<file path="src/cau_pkg.sv">
// Package for the complex arithmetic unit: word format, opcodes and the
// queue entry that the front half hands to the back half.
// No dependencies.
`timescale 1ns / 1ps

package cau_pkg;

    localparam int WORD_BITS  = 32;
    localparam int FRAC_BITS  = 16;
    localparam int OPC_BITS   = 3;
    localparam int MAG_BITS   = 2 * WORD_BITS;
    localparam int FIFO_DEPTH = 4;
    localparam int FIFO_AW    = $clog2(FIFO_DEPTH);

    localparam logic [OPC_BITS-1:0] OP_ADD  = 3'd0;
    localparam logic [OPC_BITS-1:0] OP_SUB  = 3'd1;
    localparam logic [OPC_BITS-1:0] OP_MUL  = 3'd2;
    localparam logic [OPC_BITS-1:0] OP_DIV  = 3'd3;
    localparam logic [OPC_BITS-1:0] OP_NEG  = 3'd4;
    localparam logic [OPC_BITS-1:0] OP_MAG  = 3'd5;
    localparam logic [OPC_BITS-1:0] OP_NORM = 3'd6;
    localparam logic [OPC_BITS-1:0] OP_EQ   = 3'd7;

    typedef logic [WORD_BITS-1:0] t_word;

    // One classified request: raw operands plus their sign and magnitude.
    typedef struct packed {
        logic [OPC_BITS-1:0] op;
        logic                eq;
        t_word               a_re;
        t_word               a_im;
        t_word               b_re;
        t_word               b_im;
        t_word               m_ar;
        t_word               m_ai;
        t_word               m_br;
        t_word               m_bi;
        logic                neg_ar;
        logic                neg_ai;
        logic                neg_br;
        logic                neg_bi;
    } t_item;

    typedef struct packed {
        logic full;
        logic empty;
    } t_q_stat;

endpackage

</file>
<file path="src/cau_if.sv">
// Handshake channels of the complex arithmetic unit: request and response.
// Depends on cau_pkg.
`timescale 1ns / 1ps

interface cau_req_if;
    logic                               valid;
    logic                               ready;
    logic [cau_pkg::OPC_BITS-1:0]       opcode;
    logic signed [cau_pkg::WORD_BITS-1:0] a_re;
    logic signed [cau_pkg::WORD_BITS-1:0] a_im;
    logic signed [cau_pkg::WORD_BITS-1:0] b_re;
    logic signed [cau_pkg::WORD_BITS-1:0] b_im;

    modport source (output valid, opcode, a_re, a_im, b_re, b_im, input ready);
    modport sink   (input valid, opcode, a_re, a_im, b_re, b_im, output ready);
endinterface


</file>
<file path="src/cau_front.sv">
// Front half: takes requests, splits operands into sign and magnitude and
// settles the compare result. Depends on cau_pkg and cau_if.
`timescale 1ns / 1ps

module cau_front (
    cau_req_if.sink           i_req,
    input  cau_pkg::t_q_stat  i_stat,
    output logic              o_push,
    output cau_pkg::t_item    o_item
);

    localparam int W = cau_pkg::WORD_BITS;

    assign i_req.ready = !i_stat.full;
    assign o_push      = i_req.valid && !i_stat.full;

    always_comb begin
        o_item.op     = i_req.opcode;
        o_item.a_re   = i_req.a_re;
        o_item.a_im   = i_req.a_im;
        o_item.b_re   = i_req.b_re;
        o_item.b_im   = i_req.b_im;
        o_item.neg_ar = i_req.a_re[W-1];
        o_item.neg_ai = i_req.a_im[W-1];
        o_item.neg_br = i_req.b_re[W-1];
        o_item.neg_bi = i_req.b_im[W-1];
        // The magnitude of the most negative word still fits unsigned.
        o_item.m_ar   = i_req.a_re[W-1] ? (~i_req.a_re + 1'b1) : i_req.a_re;
        o_item.m_ai   = i_req.a_im[W-1] ? (~i_req.a_im + 1'b1) : i_req.a_im;
        o_item.m_br   = i_req.b_re[W-1] ? (~i_req.b_re + 1'b1) : i_req.b_re;
        o_item.m_bi   = i_req.b_im[W-1] ? (~i_req.b_im + 1'b1) : i_req.b_im;
        o_item.eq     = (i_req.opcode == cau_pkg::OP_EQ) && (i_req.a_re == i_req.b_re)
                        && (i_req.a_im == i_req.b_im);
    end

endmodule

</file>
<file path="src/flat_wrapper.sv">
// flat-port wrapper written by rule: the top's interface ports become plain ports
module cau_front_flat 
  (i_stat, o_push, o_item, i_req_valid, i_req_opcode, i_req_a_re, i_req_a_im, i_req_b_re, i_req_b_im, i_req_ready);
  cau_req_if i_req_i ();
  input  cau_pkg::t_q_stat i_stat;
  output logic o_push;
  output cau_pkg::t_item o_item;
  input wire logic [$bits(i_req_i.valid)-1:0] i_req_valid;
  input wire logic [$bits(i_req_i.opcode)-1:0] i_req_opcode;
  input wire logic [$bits(i_req_i.a_re)-1:0] i_req_a_re;
  input wire logic [$bits(i_req_i.a_im)-1:0] i_req_a_im;
  input wire logic [$bits(i_req_i.b_re)-1:0] i_req_b_re;
  input wire logic [$bits(i_req_i.b_im)-1:0] i_req_b_im;
  output wire logic [$bits(i_req_i.ready)-1:0] i_req_ready;
  assign i_req_i.valid = i_req_valid;
  assign i_req_i.opcode = i_req_opcode;
  assign i_req_i.a_re = i_req_a_re;
  assign i_req_i.a_im = i_req_a_im;
  assign i_req_i.b_re = i_req_b_re;
  assign i_req_i.b_im = i_req_b_im;
  assign i_req_ready = i_req_i.ready;
  cau_front u_core (.i_req(i_req_i), .i_stat(i_stat), .o_push(o_push), .o_item(o_item));
endmodule
</file>
<file path="config.mk">
export PLATFORM = sky130hd
export DESIGN_NAME = cau_front_flat
export DESIGN_NICKNAME = d
export VERILOG_FILES = /design/src/cau_pkg.sv /design/src/cau_if.sv /design/src/cau_front.sv /design/src/flat_wrapper.sv
export SDC_FILE = /design/constraint.sdc
export NUM_CORES = 1
export LEC_CHECK = 0
export BUFFER_PORTS_ARGS = -buffer_cell sky130_fd_sc_hd__buf_4
export CAP_MARGIN = 20
export CORE_AREA = 2 2 157 159
export DETAILED_ROUTE_END_ITERATION = 16
export DIE_AREA = 0 0 159 161
export SLEW_MARGIN = 20
export SYNTH_ARGS = -nofsm -noshare
export SYNTH_HDL_FRONTEND = slang
export SYNTH_SLANG_ARGS = --single-unit
export TNS_END_PERCENT = 100
</file>
<file path="constraint.sdc">
create_clock -name vclk -period 3.6
set_input_delay 0.72 -clock vclk [all_inputs]
set_output_delay 0.72 -clock vclk [all_outputs]
set_load 0.05 [all_outputs]
</file>
Word-level counts from Yosys, hierarchy flattened
Index checks and enable logic that the tools add are counted.
{"block": "op_classes", "n_bitwise": 4, "muxes": 4, "n_reduce_logical": 4, "n_eq_ne": 3, "addsub": 4}
{"op": "adder 32 x 1 -> 32 bit (second input constant)", "count": 4}
{"op": "2-to-1 mux 32 bit", "count": 4}
{"op": "inverter 32 bit", "count": 4}
{"op": "== test 32 bit", "count": 2}
{"op": "== test 3 bit (second input constant)", "count": 1}
{"op": "logical AND 1 bit", "count": 3}
{"op": "zero test 1 bit", "count": 1}
{"block": "word_totals", "register_bits": 0, "word_cells": 19, "output_inout_bits": 266, "input_bits": 134}

Longest topological paths before layout
Gate-level depths: netlist of run 1.
{"block": "depth", "depth_word": 3, "depth_mapped": 8, "ltp_nobuf": 7}

Worst setup path before layout of run 1
OpenSTA, ideal clock, no wires.
{"block": "synth_timing", "kind": "input to output", "startpoint": "input i_req_a_im[12]", "endpoint": "output o_item[99] (netlist name)", "n_path_buf": 1, "cell_stages": 5, "arrival_time_ns": 3.717, "slack_ns": -0.837, "required_time_ns": 2.880, "path_cell_list": "or4_4 -> or3_4 -> or4_4 -> buf_6 -> nor4_1"}
{"item": "start: declaration", "line_no": "flat_wrapper.sv:11", "rtl": "input wire logic [$bits(i_req_i.a_im)-1:0] i_req_a_im;"}
{"item": "end: declaration", "line_no": "flat_wrapper.sv:7", "rtl": "output cau_pkg::t_item o_item;"}

==> results.json, run 1 <==
{
  "outcome": "complete, but fails checks",
  "failed_checks": "negative setup slack",
  "fin_tns_setup_ns": -0.365,
  "dpl.hpwl_um": 22900,
  "core_mm2": 0.0240,
  "final_common_cell": "buf_4",
  "clkbuf_count": 0,
  "critPathMaxFanout": 7,
  "routed.top_layer": "met4",
  "startpoint_type": "primary input",
  "num_rows": 57,
  "fmax_ghz": 0.271,
  "required_ns": 2.88,
  "die_h_um": 161,
  "initial_utilization_pct": 17.9,
  "m1WireLength_um": 9860,
  "antennaDiodeCount": 0,
  "max-slew-margin-rel_pct": 67.0,
  "vias_per_cell": 4.45,
  "slew_violations": 0,
  "rsz0062_at_grt": "yes",
  "tightest_slew_ns": 0.490,
  "first_global_vias": 5472,
  "wl_per_cell_um": 21.3,
  "grt_usage_pct": 19.1,
  "dp.cells": 1225,
  "syn_inst": 580,
  "drive_above_1_share_pct": 60.3,
  "die_width_um": 159,
  "syn-num-nets": 718,
  "synth_cell_types": 33,
  "cp.arrival_ns": 2.97,
  "design.seq.count": 0,
  "cp-end-kind": "output pin",
  "dr_wl_met3_um": 1900,
  "fillCellCount": 2610,
  "remaining_drc_errors": 0,
  "grt_first_pass_wirelength_um": 36900,
  "stdcell_count": 1228,
  "setup_viol": 11,
  "wl_met2_um": 13800,
  "routabilityCongestion": 0.851,
  "area_growth_pct": 76.9,
  "hold_slack_ns": 1.71,
  "syn_area_mm2": 0.00428,
  "hold_buffers": 0,
  "dp_slack_ns": -0.176,
  "gr-total-overflow": 0,
  "regArea_um2": 0,
  "hold_violations": 0,
  "dr_total_vias": 5464,
  "seq_area_frac_synth_pct": 0,
  "cap_violations": 0,
  "drtIter0Drc": 251,
  "ir_drop_mv": 0.124,
  "hold_path_class": "primary input to output pin",
  "multiInputGateArea_mm2": 0.00346,
  "most-common-layout-cells": "buf_4, xnor2_1, o21ai_0",
  "ant_nets": 0,
  "drtPass1Iterations": 4,
  "crit_type": "primary input to output pin",
  "p_leak_uw": 0.00324,
  "power_density_mw_per_mm2": 248,
  "antenna_found_initial": 0,
  "wl_um": 26200,
  "fin_nets": 1044,
  "post-route-period-util_pct": 102,
  "finalCriticalPeriod_ns": 3.69,
  "ys.warnings.count": 0,
  "port-buffer-count": 399,
  "die-area_mm2": 0.0256,
  "syn_avg_cell_area_um2": 7.38,
  "fin_ws_ns": -0.0850,
  "ios": 400,
  "grt_max_degree": 35
}
-- Yosys cell counts (all sizes together) --
library cell	number	share of area, %
inv	10	0.88
or4b	1	0.23
nor3	7	0.82
o41ai	17	3.8
ha	4	1.2
nand2b	11	1.6
nor4	15	2.3
xor2	17	3.5
clkbuf	13	1.1
nand2	25	2.2
or3	12	2.1
nand4	18	2.6
xnor2	163	33
nand3b	1	0.18
or4	22	4.2
or3b	1	0.20
nand4bb	1	0.26
o21ai	45	5.3
buf	141	25
o31ai	38	7.1
a31oi	1	0.15
nor2	7	0.61
or2	4	0.58
nand3	4	0.47
nor2b	2	0.29
-- path summary, 6_finish.rpt --
kind / startpoint / end / slack (ns) / cells after the start
min: i_req_opcode[2] / o_item[263] / 1.71 / 2
max: i_req_a_im[12] / o_item[94] / -0.09 / 7
-- final cells by class --
cell class                 instances  area share (%)
timing repair buffer             478            48.3
multi-input combinational        416            45.8
tap                              324            5.35
inverter                          10           0.562
-- layer usage --
| metal | vias up | GRT usage, % |
|---|---|---|
| li1 | 2553 | - |
| met1 | 2567 | 22.0 |
| met2 | 313 | 37.3 |
| met3 | 31 | 2.72 |
| met4 | 0 | 3.72 |
| met5 | - | 0 |
-- cell families after synthesis --
group,Yosys count,share of synthesized area [%]
AO/OA/AOI/OAI,101,16.4
XOR/XNOR,180,36.8
adder cells (fa/ha/maj),4,1.17
buffers and inverters,164,26.9
AND/OR/NAND/NOR,131,18.7
-- critical path, cell delays in order --
cell	delay, ns
buf_6	0.09
or4_4	0.53
or3_4	0.37
or4_4	0.58
o31ai_4	0.32
xnor2_2	0.16
buf_6	0.18
-- stage by stage --
| stage | util [%] | total power (µW) | instance area [µm²] |
|---|---|---|---|
| detailed placement | 30.2 | 1860 | 7250 |
| global placement | 30.2 | 1860 | 7250 |
| floorplan | - | 1210 | 4390 |
| global route | 31.6 | 1950 | 7570 |
| CTS | 30.9 | 1880 | 7400 |
| finish | 31.6 | 1880 | 7570 |
-- power breakdown --
part           internal, µW  total, µW  switching [µW]
combinational           602       1880            1280
clock                     0          0               0
sequential                0          0               0
total                   602       1880            1280
-- timing repair --
action                                  CTS  global route
endpoints found under the setup margin   28            31
gates resized for setup                  34            36
buffers inserted                          0             3
pin swaps                                 7            11
Note: power is estimated with default switching activity, not from simulation.
==> run 2, diff against run 1 <==
--- a/config.mk
+++ b/config.mk
@@ -10,6 +10,7 @@
 export CORE_AREA = 2 2 157 159
 export DETAILED_ROUTE_END_ITERATION = 16
 export DIE_AREA = 0 0 159 161
+export MAX_ROUTING_LAYER = met4
 export SLEW_MARGIN = 20
 export SYNTH_ARGS = -nofsm -noshare
 export SYNTH_HDL_FRONTEND = slang
==> run 2 against run 1 <==
Against the previous run:
- the flow still finishes with violations (negative setup slack)
- largest cell class unchanged
- largest power group unchanged
- critical path depth did not move
- core utilization barely moved
- highest routed layer unchanged
- final cell count did not move
- critical path type unchanged
- hold slack hardly changed
- non-clock buffer count is the same
- die area unchanged
- cell area is 0.13% higher
- fmax increased by 0.10%
==> results.json, run 2 (synthesized netlist as in run 1, its figures left out) <==
{
  "outcome": "complete, but fails checks",
  "failed_checks": "negative setup slack",
  "dp_slack_ns": -0.176,
  "crit_buf_inv": 2,
  "power_density_mw_per_mm2": 248,
  "first_global_vias": 5465,
  "hold_start": "i_req_opcode[2]",
  "fmax_ghz": 0.272,
  "post_dp_cell_area_mm2": 0.00725,
  "max-slew-margin-rel_pct": 67.0,
  "tightest_slew_ns": 0.490,
  "port-buffer-count": 399,
  "ios": 400,
  "startpoint_type": "primary input",
  "setup_viol": 12,
  "fillCellCount": 2605,
  "clkbuf_count": 0,
  "drtIter0Drc": 247,
  "num_rows": 57,
  "wl_per_cell_um": 21.3,
  "fin_ws_ns": -0.0812,
  "dpl.hpwl_um": 22900,
  "whs_path_depth": 2,
  "min_to": "o_item[263]",
  "p_leak_uw": 0.00325,
  "grt_usage_pct": 19.7,
  "finalCriticalPeriod_ns": 3.68,
  "grt_first_pass_wirelength_um": 37000,
  "slew_violations": 0,
  "gr-total-overflow": 0,
  "ir_drop_mv": 0.124,
  "wl_um": 26200,
  "fin_nets": 1044,
  "hold_violations": 0,
  "hold_path_class": "primary input to output pin",
  "dr_total_vias": 5421,
  "crit_chain": "buf_6, or4_4, or3_4, or4_4, o31ai_4, xnor2_2, buf_6",
  "regArea_um2": 0,
  "area_growth_pct": 77.1,
  "routabilityCongestion": 0.864,
  "finalInstanceArea_mm2": 0.00758,
  "die_width_um": 159,
  "cp_top_family": "simple AND/OR/NAND/NOR gates",
  "antenna_found_initial": 0,
  "drive_above_1_share_pct": 60.4,
  "critPathSlowestCell": "or4_4",
  "design.seq.count": 0,
  "grt_max_degree": 35,
  "most-common-layout-cells": "buf_4, xnor2_1, o21ai_0",
  "remaining_drc_errors": 0,
  "initial_utilization_pct": 17.9,
  "cap_violations": 0,
  "antennaDiodeCount": 0,
  "cp.arrival_ns": 2.96,
  "cp-end-kind": "output pin",
  "critPathMaxFanout": 7,
  "required_ns": 2.88,
  "core_mm2": 0.0240,
  "final_common_cell": "buf_4",
  "ant_nets": 0,
  "cpPeakStageDelay_ns": 0.58,
  "drtPass1Iterations": 4,
  "rsz0062_at_grt": "yes",
  "post-route-period-util_pct": 102,
  "die_h_um": 161,
  "crit_type": "primary input to output pin",
  "vias_per_cell": 4.41,
  "die-area_mm2": 0.0256
}
[run 2: cell counts in the layout (fill, tap and decap cells not counted)]
Identical to the previous run, type by type.
[run 2: timing repair]
action / CTS / global route
endpoints found under the setup margin: 28 / 31
resized for setup: 34 / 37
gates cloned: 0 / 0
hold buffers: 0 / 0
pin swaps: 7 / 10
setup buffers: 0 / 3
[run 2: where the power goes]
part / total [µW] / internal (µW) / switching [µW]
combinational: 1880 / 603 / 1280
clock: 0 / 0 / 0
sequential: 0 / 0 / 0
[run 2: final cells by class]
class	count	area, µm²	share of cell area [%]
Multi-Input combinational cell	416	3470	45.8
Inverter	10	42.5	0.561
Timing Repair Buffer	478	3660	48.3
Tap cell	324	405	5.35
[run 2: through the flow]
step	std cells	hold WS [ns]	TNS [ns]	utilization [%]	total power, µW
3_5_place_dp	1225	1.71	-2.23	30.2	1860
3_3_place_gp	1225	1.71	-1.83	30.2	1860
2_1_floorplan	580	1.51	-0.264	-	1210
6_report	1228	1.71	-0.390	31.6	1880
4_1_cts	1225	1.71	-0.329	30.9	1880
5_1_grt	1228	1.71	-0.965	31.6	1950
[run 2: worst max path at each step]
stage / startpoint / endpoint / cells past startpoint
final: i_req_a_im[12] / o_item[94] / 7
after detailed placement: i_req_b_re[1] / o_item[62] / 9
after global placement: i_req_a_im[1] / o_item[88] / 9
after floorplan: i_req_a_im[12] / o_item[99] / 5
after CTS: i_req_a_im[12] / o_item[90] / 7
after global routing: i_req_a_im[12] / o_item[98] / 7
[run 2: layer usage]
metal | share of wire [%] | GRT usage [%] | vias to the layer above
met1 | 38 | 22.5 | 2523
met2 | 52 | 37.3 | 310
li1 | - | - | 2555
met3 | 6.8 | 2.18 | 33
met5 | 0 | - | -
met4 | 2.5 | 3.68 | 0
