<file path="src/cau_pkg.sv">
// Package for the complex arithmetic unit: word format, opcodes and the
// queue entry that the front half hands to the back half.
// No dependencies.
`timescale 1ns / 1ps

package cau_pkg;

    localparam int WORD_BITS  = 32;
    localparam int FRAC_BITS  = 16;
    localparam int OPC_BITS   = 3;
    localparam int MAG_BITS   = 2 * WORD_BITS;
    localparam int FIFO_DEPTH = 4;
    localparam int FIFO_AW    = $clog2(FIFO_DEPTH);

    localparam logic [OPC_BITS-1:0] OP_ADD  = 3'd0;
    localparam logic [OPC_BITS-1:0] OP_SUB  = 3'd1;
    localparam logic [OPC_BITS-1:0] OP_MUL  = 3'd2;
    localparam logic [OPC_BITS-1:0] OP_DIV  = 3'd3;
    localparam logic [OPC_BITS-1:0] OP_NEG  = 3'd4;
    localparam logic [OPC_BITS-1:0] OP_MAG  = 3'd5;
    localparam logic [OPC_BITS-1:0] OP_NORM = 3'd6;
    localparam logic [OPC_BITS-1:0] OP_EQ   = 3'd7;

    typedef logic [WORD_BITS-1:0] t_word;

    // One classified request: raw operands plus their sign and magnitude.
    typedef struct packed {
        logic [OPC_BITS-1:0] op;
        logic                eq;
        t_word               a_re;
        t_word               a_im;
        t_word               b_re;
        t_word               b_im;
        t_word               m_ar;
        t_word               m_ai;
        t_word               m_br;
        t_word               m_bi;
        logic                neg_ar;
        logic                neg_ai;
        logic                neg_br;
        logic                neg_bi;
    } t_item;

    typedef struct packed {
        logic full;
        logic empty;
    } t_q_stat;

endpackage

</file>
<file path="src/cau_fifo.sv">
// Short queue of classified requests between the front and back halves.
// Depends on cau_pkg.
`timescale 1ns / 1ps

module cau_fifo (
    input  logic              i_clk,
    input  logic              i_rst_n,
    input  logic              i_push,
    input  cau_pkg::t_item    i_item,
    input  logic              i_pop,
    output cau_pkg::t_item    o_head,
    output cau_pkg::t_q_stat  o_stat
);

    localparam int AW = cau_pkg::FIFO_AW;

    cau_pkg::t_item r_mem [cau_pkg::FIFO_DEPTH];
    logic [AW-1:0]  r_wr;
    logic [AW-1:0]  r_rd;
    logic [AW:0]    r_cnt;

    assign o_head       = r_mem[r_rd];
    assign o_stat.full  = (r_cnt == (AW+1)'(cau_pkg::FIFO_DEPTH));
    assign o_stat.empty = (r_cnt == '0);

    always_ff @(posedge i_clk) begin
        if (!i_rst_n) begin
            r_wr  <= '0;
            r_rd  <= '0;
            r_cnt <= '0;
        end else begin
            if (i_push) begin
                r_wr <= r_wr + 1'b1;
            end
            if (i_pop) begin
                r_rd <= r_rd + 1'b1;
            end
            r_cnt <= r_cnt + (AW+1)'(i_push) - (AW+1)'(i_pop);
        end
    end

    always_ff @(posedge i_clk) begin
        if (i_push) begin
            r_mem[r_wr] <= i_item;
        end
    end

endmodule

</file>
<file path="config.mk">
export PLATFORM = sky130hd
export DESIGN_NAME = cau_fifo
export DESIGN_NICKNAME = d
export VERILOG_FILES = /design/src/cau_pkg.sv /design/src/cau_fifo.sv
export SDC_FILE = /design/constraint.sdc
export NUM_CORES = 1
export LEC_CHECK = 0
export CORE_MARGIN = 2
export CORE_UTILIZATION = 35
export CTS_CLUSTER_SIZE = 16
export DETAILED_ROUTE_END_ITERATION = 6
export DONT_BUFFER_PORTS = 1
export PLACE_DENSITY = 0.53
export SLEW_MARGIN = 20
export SYNTH_ARGS = -nofsm -noshare
export SYNTH_HDL_FRONTEND = slang
export SYNTH_SLANG_ARGS = --single-unit
</file>
<file path="constraint.sdc">
create_clock -name i_clk -period 7.2 [get_ports i_clk]
set_input_delay 0.72 -clock i_clk [delete_from_list [all_inputs] [get_ports i_clk]]
set_output_delay 0.72 -clock i_clk [all_outputs]
set_load 0.01 [all_outputs]
</file>
[Word-level counts from Yosys, hierarchy flattened]
Memories as Yosys holds them, arrays and structs flattened. A register that Yosys moved wholly into a read port is not among the register bits.
Index checks and enable logic that the tools add are counted.
Word-level totals
  register bits after elaboration: 7
  latch bits: 0
  memory bits (writable): 1056
  bits in read-only memories: 0
  output and inout bits: 266
  memories kept: 1
Memory list
  r_mem: depth 4, width 264, read ports 1, clocked after Yosys merged registers in 1, wr ports 1, line cau_fifo.sv:17  | cau_pkg::t_item r_mem [cau_pkg::FIFO_DEPTH];
Operators by class
  $add $sub $neg: 4
  multipliers: 0
  div/mod/pow operators: 0
  magnitude comparators: 0
  equal/unequal tests: 1
  shifts and indexed selects: 0
  muxes and demuxes: 4
  bitwise gates (word level): 0
  reduce and logical (&&, ||, !) cells: 1
Operators with widths (count)
  2-bit by 1-bit adder with 2-bit output, second input constant: 2
  2-bit two-way mux: 2
  3-bit by 1-bit adder with 3-bit output: 1
  3-bit == test, second input constant: 1
  3-bit zero test: 1
  3-bit by 1-bit subtractor with 3-bit output: 1
  1-bit two-way mux: 2

[Depth between registers and ports, before layout]
Gate-level depths: netlist (run 1).
  depth after elaboration: 3
  mapped depth: 7

[Worst setup path before layout (run 1)]
Ideal clock, no wire load.
  path kind: input port to flip-flop
  start point: input port i_push
  end point: memory r_mem[0][0] (netlist name) (enable)
  setup time: 0.657 ns
  data arrival time: 6.684 ns
  required time: 6.543 ns
  path slack: -0.141 ns
  stages on the path: 1
  path buffers: 0
  cell sequence: and2_1
On the way
  cells in the longest elaborated chain, start to end: 2
RTL lines
  from (decl): line cau_fifo.sv:8  | input logic i_push,
  1-bit two-way mux: line cau_fifo.sv:43  | if (i_push) begin
  1-bit two-way mux (not written as such): line cau_fifo.sv:44  | r_mem[r_wr] <= i_item;
  to (decl): line cau_fifo.sv:17
Every way passes these cells.

==> flow_summary_export.csv, run 1 <==
group,metric,value,unit
routing,routed_wl,77200,µm
cts,cts.sink_count,1065,
timing,slew_headroom,11.7,%
power,p_int,10.6,mW
cts,cts_made_buffers,110,
cts,cts-root-buf,"clkbuf_16",
cts,clk_pin_slew,0.06,ns
critical_path,slowest_delay,0.98,ns
global_routing,grt_pass1_wl,110000,µm
place,routabilityCongestion,0.722,
critical_path,end_kind,"primary output",
synthesis,yosys.area_share.adder,0.245,%
floorplanning,fp.coreArea,110000,µm²
timing,finalMaxSlewViolations,0,
timing,setup_violations,0,
routing,avgViaCountPerCell,4.88,
synthesis,yosysSeqAreaShare,82.1,%
synthesis,synth_simple_gate_area_share,0.193,%
floorplanning,die_y,337,µm
critical_path,worst-path-buf-inv,1,
routing,drtPass1Iterations,5,
floorplanning,boundaryPins,534,
synthesis,yosys_warnings,0,
critical_path,crit_path_start_kind,"flop",
synthesis,synth_compound_area_share,0.0387,%
synthesis,synth_cell_type_count,20,
layout,final_nets,1765,
power,combPwrFrac,7.1,%
cts,cts_resized,0,
synthesis,synthesis.instances,1422,
layout,area_growth,12.3,%
cts,clkLatencyLatePin,0.69,ns
cts,post_cts_buffers,0,
timing,period_needed,3.90,ns
floorplanning,dieArea,114000,µm²
critical_path,setup.worst_path.class,"reg2out",
power,cellLeakagePower,13.1,nW
critical_path,worstPathRequired,6.48,ns
routing,drc,0,
synthesis,netlist_area,38800,µm²
power,pwr-share-seq,53.5,%
critical_path,path_delay_family,"flip-flops",
min_path,min_path_type,"in2reg",
layout,drive_above_1_share,27.5,%
cts,holdBufCountCts,0,
routing,drtIter0Drc,742,
place,io_buffers,0,
timing,rsz0062_at_grt,"false",
timing,tightest_slew,1.32,ns
power,power.share.clock,39.4,%
timing,period_share,54.1,%
cts,cts_tree,"built",
layout,multi_input_area,6190,µm²
cts,htree_levels,3,
synthesis,syn_area_per_cell,27.3,µm²
critical_path,cp.arrival,3.18,ns
global_routing,grt_pass1_vias,15822,
global_routing,gr-usage-all-layers,13.3,%
place,dp_hpwl,45800,µm
routing,vias,14972,
floorplanning,fp-row-count,122,
routing,ant_nets,0,
floorplanning,start_util,35.2,%
layout,seq_area,31900,µm²
power,swShare,21.7,%
power,ir_drop,0.215,mV
power,switchingPower,2.92,mW
power,cellPowerDensity,309,nW/µm²
timing,fin_tns_setup,0,ns
floorplanning,die_w,337,µm
global_routing,grt-ovfl-total,0,
global_routing,grt_max_degree,145,
timing,hold_viol_final,0,
critical_path,cp_slowest_cell,"dfxtp_4",
synthesis,synth_top_family_by_area,"multiplexers",
outcome,status,"completed",
routing,wl_per_cell,25.2,µm
critical_path,path_cells,"buf_4 > mux4_2",
cts,clk_path_buf_depth,3,
synthesis,synth_xor_xnor_area_share,0.106,%
timing,fin_skew,0.0246,ns
timing,whs,0.115,ns
timing,fmax,257,MHz
global_routing,antenna_found_initial,1,
job,cap_violations,0,
synthesis,ys_ff_latch,1065,
synthesis,synthMuxAreaShare,15.3,%
layout,fillers,9597,
critical_path,path_max_fanout,40,
synthesis,syn_nets,1697,
## area by class of cell
type	count	share of cell area [%]
Antenna cell	1	0.00574
Clock buffer	133	6.51
Clock inverter	65	1.27
Inverter	7	0.0602
Multi-Input combinational cell	291	14.2
Sequential cell	1065	73.1
Tap cell	1488	4.27
Timing Repair Buffer	15	0.574
## layer usage
metal	part of all wire (%)	global-route usage (%)	routed length, µm
met5	0.016	0	12
met2	50	22.1	38800
met3	12	7.15	9570
met1	35	14.7	27300
met4	1.9	4.26	1490
## per-stage QoR
stage	std cells	utilization (%)	instance area (µm²)	worst slack (ns)	power, mW
finish	3065	39.5	43600	3.30	13.5
floorplan	1422	-	38800	2.81	8.13
global placement	2866	36.5	40200	3.87	8.33
CTS	3064	39.5	43600	3.07	13.7
detailed placement	2866	36.5	40200	3.87	8.34
global route	3064	39.5	43600	2.94	14.0
## power by group through the flow
| stage | sequential [mW] | clock (mW) | combinational [mW] |
|---|---|---|---|
| finish | 7.22 | 5.31 | 0.959 |
| detailed placement | 7.35 | 0 | 0.990 |
| global route | 7.24 | 5.73 | 1.03 |
| floorplan | 7.34 | 0 | 0.795 |
| CTS | 7.22 | 5.50 | 0.995 |
| global placement | 7.34 | 0 | 0.992 |
## worst reg2reg max path: stages (launching register included)
cell and delay, ns:
dfxtp_1 0.41, ha_1 0.19, and2_4 0.55, buf_12 0.51
## cell families after synthesis
group | Yosys count
compound gates | 2
xor+xnor | 3
fa+ha+maj | 7
buf+inv | 66
flops | 1065
mux | 265
simple gates | 14
## worst paths after layout
| check | startpoint | to | slack, ns | depth (start not counted) |
|---|---|---|---|---|
| max | flop | o_head[143] | 3.30 | 2 |
| min | i_item[33] | r_mem[1][33] | 0.11 | 0 |
| max reg2reg | r_wr[0] | r_mem[1][10] | 4.80 | 3 |
| min reg2reg | r_rd[1] | flop | 0.54 | 2 |
## placed cells by master, fill, tap and decap left out, types with 2 or more instances in the layout
master	count
buf_12	11
bufinv_16	7
nor2_1	5
ha_1	6
inv_6	2
clkbuf_1	23
xnor2_1	2
and2_1	2
clkinv_4	2
edfxtp_1	1056
buf_4	4
clkbuf_16	110
inv_1	7
dfxtp_4	2
and2_4	4
clkinv_2	17
dfxtp_1	7
mux4_2	264
clkinv_1	27
clkinvlp_4	6
inv_16	3
## sequential cells by signal (all words and copies together) (netlist names), named ones only
signal / count
r_mem: 1056
r_cnt: 3
r_wr: 2
r_rd: 2
## Yosys cell counts
| master | count | area [µm²] |
|---|---|---|
| nor2_1 | 5 | 18.8 |
| dfxtp_1 | 9 | 180 |
| and3_1 | 1 | 6.26 |
| mux4_2 | 264 | 5950 |
| buf_2 | 26 | 130 |
| edfxtp_1 | 1056 | 31700 |
| buf_6 | 1 | 11.3 |
| nor3_1 | 1 | 5.00 |
| fa_1 | 1 | 20.0 |
| mux2i_1 | 1 | 10.0 |
| xor3_1 | 1 | 23.8 |
| inv_1 | 7 | 26.3 |
| nand3b_1 | 1 | 7.51 |
| buf_12 | 29 | 581 |
| xnor2_1 | 2 | 17.5 |
| a21oi_1 | 1 | 5.00 |
| a21bo_2 | 1 | 10.0 |
| clkbuf_1 | 3 | 11.3 |
| ha_1 | 6 | 75.1 |
| and2_1 | 6 | 37.5 |
(Power assumes the default switching activity.)
==> run 2: changes to the inputs <==
ABC_AREA = 1   (was default)
clock period = 3.3 ns   (was 7.2 ns; I/O delays follow)
==> run 2 against run 1 <==
Compared with the run above:
- largest power group unchanged
- hold slack improved by 0.0061 ns
- power increased by 120%
- synthesized area increased by 7.1%
- via count increased by 57%
==> flow_summary_export.csv, run 2 <==
group,metric,value,unit
timing,tightest_slew,0.805,ns
timing,period_needed,2.77,ns
synthesis,syn_nets,3410,
job,cap_violations,0,
synthesis,netlist_area,41600,µm²
critical_path,path_max_fanout,193,
floorplanning,boundaryPins,534,
global_routing,grt.met2_usage,25.2,%
global_routing,grt_pass1_vias,22513,
critical_path,rr_endpoint,"r_mem[1][35]",
critical_path,worstPathRequired,2.97,ns
critical_path,cp_slowest_cell,"dfxtp_4",
synthesis,synthesis.instances,3135,
global_routing,grt_max_degree,194,
cts,cts_tree,"built",
power,cellPowerDensity,604,nW/µm²
place,place_ws,1.24,ns
timing,rsz0062_at_grt,"false",
layout,area_growth,20.2,%
routing,ant_nets,0,
synthesis,synth_cell_type_count,15,
critical_path,crit_top_cell,"nand2_1",
layout,largestRegisters,"r_mem x1056, r_cnt x3",
min_path,holdPathEnd,"r_cnt[0]",
min_path,min_path_type,"in2reg",
synthesis,yosys_warnings,0,
cts,htree_levels,3,
critical_path,cp.arrival,2.44,ns
power,pwr-share-seq,51.7,%
layout,seq_area,31900,µm²
synthesis,async_flop_share,0,%
critical_path,crit_path_start_kind,"flop",
layout,final_common_cell,"edfxtp_1",
floorplanning,fp-row-count,126,
layout,final_nets,3702,
cts,cts_resized,0,
power,p_int,23.1,mW
cts,clkLatencyLatePin,0.68,ns
cts,holdBufCountCts,268,
critical_path,rr_worst_depth,5,
timing,finalMaxSlewViolations,0,
power,power.share.clock,39.8,%
critical_path,path_cells,"buf_12 > nand2_1 > o211ai_1 > nand2_1",
critical_path,reg2reg_from,"r_wr[1]",
routing,avgViaCountPerCell,4.64,
synthesis,ys_ff_latch,1065,
floorplanning,start_util,35.3,%
floorplanning,fp.coreArea,118000,µm²
routing,drtPass1Iterations,6,
synthesis,yosysTopAreaCellShare,76.2,%
routing,wl_per_cell,18.3,µm
critical_path,end_kind,"primary output",
global_routing,grtUsageMet3,4.28,%
synthesis,synth_commonest_cells,"edfxtp_1 (1,056), inv_1 (543), nand2_1 (538), a21oi_1 (270), o21ai_0 (268)",
timing,setup_violations,0,
power,ir_drop,0.437,mV
critical_path,path_delay_family,"flip-flops",
layout,top_register,"r_mem",
synthesis,synth_top_flop_cell,"edfxtp_1",
routing,vias,23466,
timing,period_share,83.8,%
synthesis,synth_area_leader_cell,"edfxtp_1",
global_routing,use_met1,18.1,%
power,design_power_total,30.2,mW
layout,largest_reg_flops,1056,
global_routing,gr-usage-all-layers,14.8,%
min_path,hp-start,"i_pop",
cts,post_cts_buffers,0,
synthesis,ys_top_cells_by_area,"edfxtp_1 (76%), inv_1 (4.9%), nand2_1 (4.9%)",
cts,clk_pin_slew,0.06,ns
place,dp_hpwl,58200,µm
timing,fin_skew,0.0240,ns
cts,cts-root-buf,"clkbuf_16",
global_routing,gr-max-usage-layer,"met2",
place,routabilityCongestion,0.725,
power,cellLeakagePower,18.2,nW
power,switchingPower,7.10,mW
critical_path,setup.worst_path.class,"reg2out",
critical_path,slowest_delay,0.57,ns
floorplanning,dieArea,122000,µm²
outcome,status,"completed",
global_routing,grt_pass1_wl,138000,µm
layout,multi_input_area,6820,µm²
layout,fillers,10755,
min_path,hold_path_depth,5,
global_routing,grt-ovfl-total,0,
synthesis,synth_most_common_cell,"edfxtp_1",
timing,slew_headroom,46.3,%
power,swShare,23.5,%
floorplanning,die_y,349,µm
layout,drive_above_1_share,7.45,%
layout,layout_common_cells,"edfxtp_1 (1,056), inv_1 (537), nand2_1 (535)",
synthesis,syn_area_per_cell,13.3,µm²
routing,routed_wl,92800,µm
cts,cts_made_buffers,111,
routing,drc,0,
cts,cts.sink_count,1065,
routing,drtIter0Drc,1535,
synthesis,synth_edf_count,1056,
timing,fmax,362,MHz
timing,whs,0.121,ns
synthesis,yosysSeqAreaShare,76.6,%
cts,clk_path_buf_depth,3,
global_routing,antenna_found_initial,10,
timing,hold_viol_final,0,
floorplanning,die_w,349,µm
place,dpl_cell_area,43800,µm²
critical_path,r2r_slack,1.24,ns
place,io_buffers,0,
power,combPwrFrac,8.6,%
timing,worst_slack,0.534,ns
critical_path,worst-path-buf-inv,1,
layout,final_cell_area,50000,µm²
[run 2: per-layer routing]
metal | part of all wire (%) | up-vias | wire length [µm]
li1 | - | 11555 | -
met1 | 41 | 11240 | 38400
met2 | 49 | 513 | 45500
met3 | 6.7 | 148 | 6240
met4 | 2.7 | 10 | 2530
met5 | 0.067 | - | 62
[run 2: how the worst max path moves through the flow]
stage               cells after the start       endpoint    start
finish                                  4    o_head[225]     flop
global placement                        6  r_mem[1][154]  r_wr[1]
floorplan                               4    r_mem[0][0]  r_wr[0]
global route                            4    o_head[225]     flop
detailed placement                      6  r_mem[1][155]  r_wr[1]
CTS                                     4    o_head[225]     flop
[run 2: final cells by class]
class | instances | share of cell area [%]
clock inverter | 74 | 1.34
timing repair buffer | 355 | 7.57
clock buffer | 131 | 5.70
antenna | 5 | 0.0250
inverter | 543 | 4.10
tap | 1536 | 3.84
sequential | 1065 | 63.8
multi-input combinational | 1351 | 13.6
[run 2: stage by stage]
step / TNS, ns / instances / utilization, %
5_1_grt: 0 / 5060 / 42.4
4_1_cts: 0 / 5055 / 42.4
2_1_floorplan: -1729.93 / 3135 / -
3_3_place_gp: 0 / 4582 / 37.1
3_5_place_dp: 0 / 4582 / 37.1
6_report: 0 / 5060 / 42.4
[run 2: worst min-delay path, stage by stage]
cell and delay [ns]:
ha_1 0.21, inv_1 0.05, ha_1 0.11, nand2_1 0.04, inv_1 0.04
[run 2: power groups by stage]
stage	combinational, mW	sequential (mW)	clock (mW)
finish	2.59	15.6	12.0
floorplan	1.52	15.9	0
global route	2.88	15.6	12.9
detailed placement	2.24	15.9	0
global placement	2.22	15.9	0
CTS	2.66	15.6	12.4
[run 2: logic make-up (layout without fill, tap and decap cells)]
kind of cell | Yosys count | count (layout) | synth area share [%]
adder cells (fa/ha/maj) | 7 | 7 | 0.229
buffers and inverters | 719 | 1103 | 6.99
AND/OR/NAND/NOR | 542 | 542 | 4.90
AO/OA/AOI/OAI | 802 | 802 | 11.2
flip-flops | 1065 | 1065 | 76.6
other | 0 | 5 | 0
